<file path="src/rtl/utld_pkg.sv">
// Package for the UTC to local time offset block.
// Holds the word types, calendar constants and the month length function.
// No dependencies.
package utld_pkg;

    localparam logic [4:0]  OFFSET_RESET    = 5'd8;
    localparam logic [5:0]  HOURS_PER_DAY   = 6'd24;
    localparam logic [4:0]  MONTHS_PER_YEAR = 5'd12;
    localparam logic [4:0]  LEAP_FEB_DAYS   = 5'd29;
    localparam logic [3:0]  MONTH_FEB       = 4'd2;

    // Divisibility by 25: y * inverse(25) mod 2^16 is at most 65535 / 25
    localparam logic [15:0] INV25_MOD16     = 16'd23593;
    localparam logic [15:0] MAX_Q25         = 16'd2621;

    typedef struct packed {
        logic        has_fix;
        logic [15:0] src_year;
        logic [3:0]  src_month;
        logic [4:0]  src_day;
        logic [4:0]  src_hour;
        logic [5:0]  src_minute;
        logic [5:0]  src_second;
    } t_in_word;

    typedef struct packed {
        logic        converted;
        logic [15:0] local_year;
        logic [3:0]  local_month;
        logic [4:0]  local_day;
        logic [4:0]  local_hour;
        logic [5:0]  local_minute;
        logic [5:0]  local_second;
    } t_out_word;

    function automatic logic [4:0] days_of(input logic leap, input logic [3:0] month);
        logic [4:0] len;
        begin
            unique case (month)
                4'd1, 4'd3, 4'd5, 4'd7, 4'd8, 4'd10, 4'd12: len = 5'd31;
                4'd4, 4'd6, 4'd9, 4'd11:                    len = 5'd30;
                MONTH_FEB:                                  len = leap ? LEAP_FEB_DAYS
                                                                       : 5'd28;
                default:                                    len = 5'd31;
            endcase
            return len;
        end
    endfunction

endpackage

</file>
<file path="src/rtl/utld_in_if.sv">
// Input channel interface: valid/ready handshake with one UTC time word.
// Depends on utld_pkg.
interface utld_in_if;
    logic               valid;
    logic               ready;
    utld_pkg::t_in_word data;

    modport source (output valid, output data, input ready);
    modport sink   (input valid, input data, output ready);
endinterface

</file>
<file path="src/rtl/utld_out_if.sv">
// Output channel interface: valid/ready handshake with one local time word.
// Depends on utld_pkg.
interface utld_out_if;
    logic                valid;
    logic                ready;
    utld_pkg::t_out_word data;

    modport source (output valid, output data, input ready);
    modport sink   (input valid, input data, output ready);
endinterface

</file>
<file path="src/rtl/utld_roll.sv">
// Calendar rollover logic: adds the hour offset and carries into day, month, year.
// Purely combinational. Depends on utld_pkg.
module utld_roll (
    input  utld_pkg::t_in_word  i_word,
    input  logic [4:0]          i_offset,
    output logic [15:0]         o_year,
    output logic [3:0]          o_month,
    output logic [4:0]          o_day,
    output logic [4:0]          o_hour
);
    import utld_pkg::*;

    logic [5:0]  hour_sum;
    logic [5:0]  hour_once;
    logic [5:0]  hour_twice;
    logic        day_roll;
    logic [15:0] q25;
    logic        div25;
    logic        leap;
    logic [4:0]  dim;
    logic [5:0]  day_inc;
    logic        month_roll;
    logic [4:0]  month_inc;

    always_comb begin
        hour_sum   = {1'b0, i_word.src_hour} + {1'b0, i_offset};
        day_roll   = hour_sum >= HOURS_PER_DAY;
        hour_once  = hour_sum - HOURS_PER_DAY;
        hour_twice = (hour_once >= HOURS_PER_DAY) ? (hour_once - HOURS_PER_DAY) : hour_once;

        q25   = i_word.src_year * INV25_MOD16;
        div25 = q25 <= MAX_Q25;
        leap  = ((i_word.src_year[1:0] == 2'd0) && !div25)
              || ((i_word.src_year[3:0] == 4'd0) && div25);
        dim   = days_of(leap, i_word.src_month);

        day_inc    = {1'b0, i_word.src_day} + 6'd1;
        month_roll = day_inc > {1'b0, dim};
        month_inc  = {1'b0, i_word.src_month} + 5'd1;

        o_year  = i_word.src_year;
        o_month = i_word.src_month;
        o_day   = i_word.src_day;
        o_hour  = hour_sum[4:0];
        if (day_roll) begin
            o_hour = hour_twice[4:0];
            o_day  = day_inc[4:0];
            if (month_roll) begin
                o_day = 5'(day_inc - {1'b0, dim});
                if (month_inc > MONTHS_PER_YEAR) begin
                    o_month = 4'd1;
                    o_year  = i_word.src_year + 16'd1;
                end else begin
                    o_month = month_inc[3:0];
                end
            end
        end
    end

endmodule

</file>
<file path="src/rtl/utc_to_local_time_offset.sv">
// Top level of the UTC to local time offset block.
// Depends on utld_pkg, utld_in_if, utld_out_if and utld_roll.
//
// Usage:
//   i_in carries UTC time words with a fix flag; o_out carries one local time
//   word for every input word, in order. A word with the fix flag set is
//   converted with the offset in the configuration register and becomes the
//   held time; a word without a fix repeats the held time with converted clear.
//   i_cfg_we / i_cfg_wdata write the hour offset; write only while idle.
// Timing:
//   o_out.valid rises once the accepted word has passed one input register,
//   then the rollover logic into the output register, which also holds the
//   local time. One word per cycle is sustained while o_out.ready is high.
// Reset (i_rst_n, synchronous): offset returns to 8, held time to all zeros,
//   both pipeline stages empty.
// Stall: when o_out.ready is low the output word holds, the input register
//   still fills once, and i_in.ready drops only when both stages are full.
module utc_to_local_time_offset (
    input  logic             i_clk,
    input  logic             i_rst_n,
    utld_in_if.sink          i_in,
    utld_out_if.source       o_out,
    input  logic             i_cfg_we,
    input  logic [4:0]       i_cfg_wdata
);
    import utld_pkg::*;

    logic [4:0] r_offset_hours;
    logic       r_s1_valid;
    t_in_word   r_s1_word;
    logic       r_out_valid;
    t_out_word  r_out_word;
    t_out_word  n_out_word;
    logic       s1_advance;
    logic [15:0] roll_year;
    logic [3:0]  roll_month;
    logic [4:0]  roll_day;
    logic [4:0]  roll_hour;

    assign s1_advance = !r_out_valid || o_out.ready;
    assign i_in.ready = !r_s1_valid || s1_advance;
    assign o_out.valid = r_out_valid;
    assign o_out.data  = r_out_word;

    utld_roll u_roll (
        .i_word   (r_s1_word),
        .i_offset (r_offset_hours),
        .o_year   (roll_year),
        .o_month  (roll_month),
        .o_day    (roll_day),
        .o_hour   (roll_hour)
    );

    always_comb begin
        n_out_word           = r_out_word;
        n_out_word.converted = r_s1_word.has_fix;
        if (r_s1_word.has_fix) begin
            n_out_word.local_year   = roll_year;
            n_out_word.local_month  = roll_month;
            n_out_word.local_day    = roll_day;
            n_out_word.local_hour   = roll_hour;
            n_out_word.local_minute = r_s1_word.src_minute;
            n_out_word.local_second = r_s1_word.src_second;
        end
    end

    always_ff @(posedge i_clk) begin
        if (!i_rst_n) begin
            r_offset_hours <= OFFSET_RESET;
        end else if (i_cfg_we) begin
            r_offset_hours <= i_cfg_wdata;
        end
    end

    always_ff @(posedge i_clk) begin
        if (!i_rst_n) begin
            r_s1_valid <= 1'b0;
        end else if (i_in.ready) begin
            r_s1_valid <= i_in.valid;
        end
    end

    always_ff @(posedge i_clk) begin
        if (i_in.ready && i_in.valid) begin
            r_s1_word <= i_in.data;
        end
    end

    always_ff @(posedge i_clk) begin
        if (!i_rst_n) begin
            r_out_valid <= 1'b0;
            r_out_word  <= '0;
        end else if (s1_advance) begin
            r_out_valid <= r_s1_valid;
            if (r_s1_valid) begin
                r_out_word <= n_out_word;
            end
        end
    end

endmodule

</file>
<file path="src/flat_wrapper.sv">
// flat-port wrapper written by rule: the top's interface ports become plain ports
module utc_to_local_time_offset_flat import utld_pkg::*;
  (i_clk, i_rst_n, i_cfg_we, i_cfg_wdata, i_in_valid, i_in_data, i_in_ready, o_out_valid, o_out_data, o_out_ready);
  utld_in_if i_in_i ();
  utld_out_if o_out_i ();
  input  logic i_clk;
  input  logic i_rst_n;
  input  logic i_cfg_we;
  input  logic [4:0] i_cfg_wdata;
  input wire logic [$bits(i_in_i.valid)-1:0] i_in_valid;
  input wire logic [$bits(i_in_i.data)-1:0] i_in_data;
  output wire logic [$bits(i_in_i.ready)-1:0] i_in_ready;
  output wire logic [$bits(o_out_i.valid)-1:0] o_out_valid;
  output wire logic [$bits(o_out_i.data)-1:0] o_out_data;
  input wire logic [$bits(o_out_i.ready)-1:0] o_out_ready;
  assign i_in_i.valid = i_in_valid;
  assign i_in_i.data = i_in_data;
  assign i_in_ready = i_in_i.ready;
  assign o_out_valid = o_out_i.valid;
  assign o_out_data = o_out_i.data;
  assign o_out_i.ready = o_out_ready;
  utc_to_local_time_offset u_core (.i_clk(i_clk), .i_rst_n(i_rst_n), .i_in(i_in_i), .o_out(o_out_i), .i_cfg_we(i_cfg_we), .i_cfg_wdata(i_cfg_wdata));
endmodule
</file>
<file path="config.mk">
export PLATFORM = sky130hd
export DESIGN_NAME = utc_to_local_time_offset_flat
export DESIGN_NICKNAME = d
export VERILOG_FILES = /design/src/rtl/utld_pkg.sv /design/src/rtl/utld_in_if.sv /design/src/rtl/utld_out_if.sv /design/src/rtl/utld_roll.sv /design/src/rtl/utc_to_local_time_offset.sv /design/src/flat_wrapper.sv
export SDC_FILE = /design/constraint.sdc
export NUM_CORES = 1
export LEC_CHECK = 0
export ABC_AREA = 1
export BUFFER_PORTS_ARGS = -buffer_cell sky130_fd_sc_hd__buf_2
export CAP_MARGIN = 20
export CORE_UTILIZATION = 59
export DETAILED_ROUTE_END_ITERATION = 12
export GPL_ROUTABILITY_DRIVEN = 0
export PLACE_DENSITY = 0.82
export SLEW_MARGIN = 10
export SYNTH_ARGS = -nofsm -noshare
export SYNTH_HDL_FRONTEND = slang
export SYNTH_HIERARCHICAL = 1
export SYNTH_SLANG_ARGS = --single-unit
</file>
<file path="constraint.sdc">
create_clock -name i_clk -period 7.2 [get_ports i_clk]
set_input_delay 0.72 -clock i_clk [delete_from_list [all_inputs] [get_ports i_clk]]
set_output_delay 0.72 -clock i_clk [all_outputs]
set_load 0.005 [all_outputs]
</file>
==> results.json <==
{
  "totalPowerFinal_mw": 1.794,
  "worstPathArrival_ns": 6.60,
  "fin_area_mm2": 0.007543,
  "antenna_found_initial": 0,
  "hp-class": "register to register",
  "cpMostUsedCell": "inv_1",
  "grt_overflow": 0,
  "post-place-ws_ns": 0.9838,
  "final_cells": 1070,
  "clk_path_buf_depth": 2,
  "netlist_area_mm2": 0.006756,
  "setup_viol": 0,
  "dpl_cell_area_mm2": 0.007243,
  "ys_async_sr_fraction": 0,
  "critPathCaptureType": "register",
  "ctsHtreeMaxLevel": 3,
  "yosysUniqueCellTypes": 37,
  "vdd_drop_max_uv": 185.1,
  "seq_area_mm2": 0.002292,
  "slowest_delay_ns": 0.56,
  "hold_viol": 0,
  "max_freq_ghz": 0.1581,
  "maxSlewViolCount": 0,
  "ant_nets": 0,
  "via_per_inst": 5.254,
  "nets": 1076,
  "diodes": 0,
  "fp-row-count": 38,
  "leakage_nw": 3.815,
  "ys.flop_type": "dfxtp_1",
  "r2r_slack_ns": 0.88,
  "post_cts_resized": 0,
  "ys_ff_latch": 93,
  "clock_latency_ns": 0.34,
  "tns_ns": 0,
  "grt_pass1_vias": 5198,
  "synth_top_family_by_area": "simple AND/OR/NAND/NOR gates",
  "critPathLaunchType": "register",
  "hold_slack_ns": 0.4777,
  "drt_iter0_markers": 403,
  "drc_errors": 0,
  "cts_tree": "done",
  "tightest_slew_ns": 1.015,
  "cts-hold-fix-buffers": 0,
  "grt_setup_unrepaired": "no",
  "dp_hpwl_um": 10560,
  "synth_mux_area_frac": 0,
  "dpl.cell_count": 1054,
  "drt-pass1-iter-count": 6,
  "drv_cap": 0,
  "io_pins": 98,
  "wl_um": 14630,
  "grt_max_degree": 49,
  "fillers": 908,
  "layout_common_cells": "nand2_1, nor2_1, inv_1",
  "worstPathRequired_ns": 7.48,
  "io_buffers": 97,
  "start_util": 0.6152,
  "fin_worst_skew_ns": 0.006139,
  "min_period_over_period": 0.8785,
  "cts_setup_buffers": 0,
  "dieHeight_um": 109.0,
  "synth-compound-area-share": 0.06056,
  "clock_sinks": 93,
  "crit_type": "register to register",
  "die_w_um": 109.0,
  "core-area_mm2": 0.01098,
  "synth_fp_nets": 991,
  "ys_seq_area_frac": 0.3393,
  "dieArea_mm2": 0.01188,
  "powerDensity_mw_per_mm2": 237.9,
  "finalCriticalPeriod_ns": 6.325,
  "ys_warn_count": 6,
  "drive_gt1_frac": 0.1462,
  "fin_ws_ns": 0.8751,
  "clk_pin_slew_ns": 0.07,
  "synth-adder-area-share": 0.2037,
  "final_core_util": 0.6868,
  "area_delta_synth_final_pct": 11.65,
  "syn_inst": 840,
  "vias": 5622,
  "yosys.area_share.simple": 0.2776,
  "slowest_stage": "fa_1",
  "grt_pass1_wl_um": 23830,
  "relSlewSlack": 0.3216,
  "wire_per_inst_um": 13.67,
  "synthXorXnorAreaFrac": 0.03093,
  "globalRouteTotalUtil": 0.2600,
  "cts_made_buffers": 9,
  "multiInputGateArea_mm2": 0.003870,
  "root_buffer": "clkbuf_16",
  "status": "complete, no violations",
  "path_max_fanout": 28,
  "syn_avg_cell_area_um2": 8.043,
  "final_common_cell": "nand2_1",
  "synth_edf_count": 43
}
[where the power goes]
part / internal, mW / switching, mW
registers: 0.586 / 0.0241
logic: 0.285 / 0.426
clock network: 0.267 / 0.206
total: 1.14 / 0.656
[worst paths after layout]
kind,start,endpoint,cells after the start
worst max-delay path,u_core/r_s1_word[29],u_core/o_out.data[24],32
worst min-delay path,u_core/o_out.data[42],u_core/o_out.data[42],2
worst max register to register,u_core/r_s1_word[29],u_core/o_out.data[24],32
worst min register to register,u_core/o_out.data[42],u_core/o_out.data[42],2
[worst max-delay path: cells and delay by family (launching register included)]
kind / cells / cell delay, ns
AND/OR/NAND/NOR: 11 / 1.10
adder cells (fa/ha/maj): 9 / 3.33
AO/OA/AOI/OAI: 5 / 0.71
flip-flops: 1 / 0.50
buffers and inverters: 7 / 0.61
[sequential cells by signal, indices dropped and copies added (netlist names)]
name                   count
u_core/o_out.data         43
u_core/r_s1_word          42
u_core/r_offset_hours      5
u_core/n_out_word          1
u_core/o_out.valid         1
u_core/r_s1_valid          1
[area by class of cell]
class                   count  share of cell area
multi-input cells         613              0.5130
flip-flops and latches     93              0.3039
repair buffers             98             0.06535
inverters                 110             0.05474
clock buffers              11             0.03500
well taps                 140             0.02322
clock inverters             5            0.004810
[metal layers]
| metal | GRT usage | vias to the layer above | part of all wire |
|---|---|---|---|
| met5 | 0 | - | 0 |
| met4 | 0.06660 | 0 | 0.011 |
| met3 | 0.05499 | 21 | 0.060 |
| met2 | 0.4200 | 180 | 0.46 |
| met1 | 0.3537 | 2547 | 0.47 |
| li1 | - | 2874 | - |
[cell usage after synthesis (3+ instances only)]
cell type / instances / share of area
nand3_1: 27 / 0.020
ha_1: 78 / 0.14
nand3b_1: 46 / 0.051
fa_1: 20 / 0.059
edfxtp_1: 43 / 0.19
inv_2: 4 / 0.0022
buf_6: 6 / 0.010
nor3_1: 6 / 0.0044
xnor2_1: 5 / 0.0065
nand2_2: 4 / 0.0037
inv_1: 106 / 0.059
nand2_4: 3 / 0.0050
a21oi_1: 16 / 0.012
dfxtp_1: 50 / 0.15
buf_4: 7 / 0.0078
nand2_1: 193 / 0.11
buf_2: 8 / 0.0059
nand4_1: 7 / 0.0065
xor2_1: 17 / 0.022
nor2_1: 114 / 0.063
o21ai_0: 54 / 0.040
or2_2: 3 / 0.0028
o21ai_1: 3 / 0.0022
[cells by family after synthesis]
kind of cell,count (synthesis)
AND/OR/NAND/NOR,413
buffers and inverters,134
adder cells (fa/ha/maj),98
flip-flops,93
AO/OA/AOI/OAI,79
XOR/XNOR,23
Note: power is estimated with default switching activity, not from simulation.
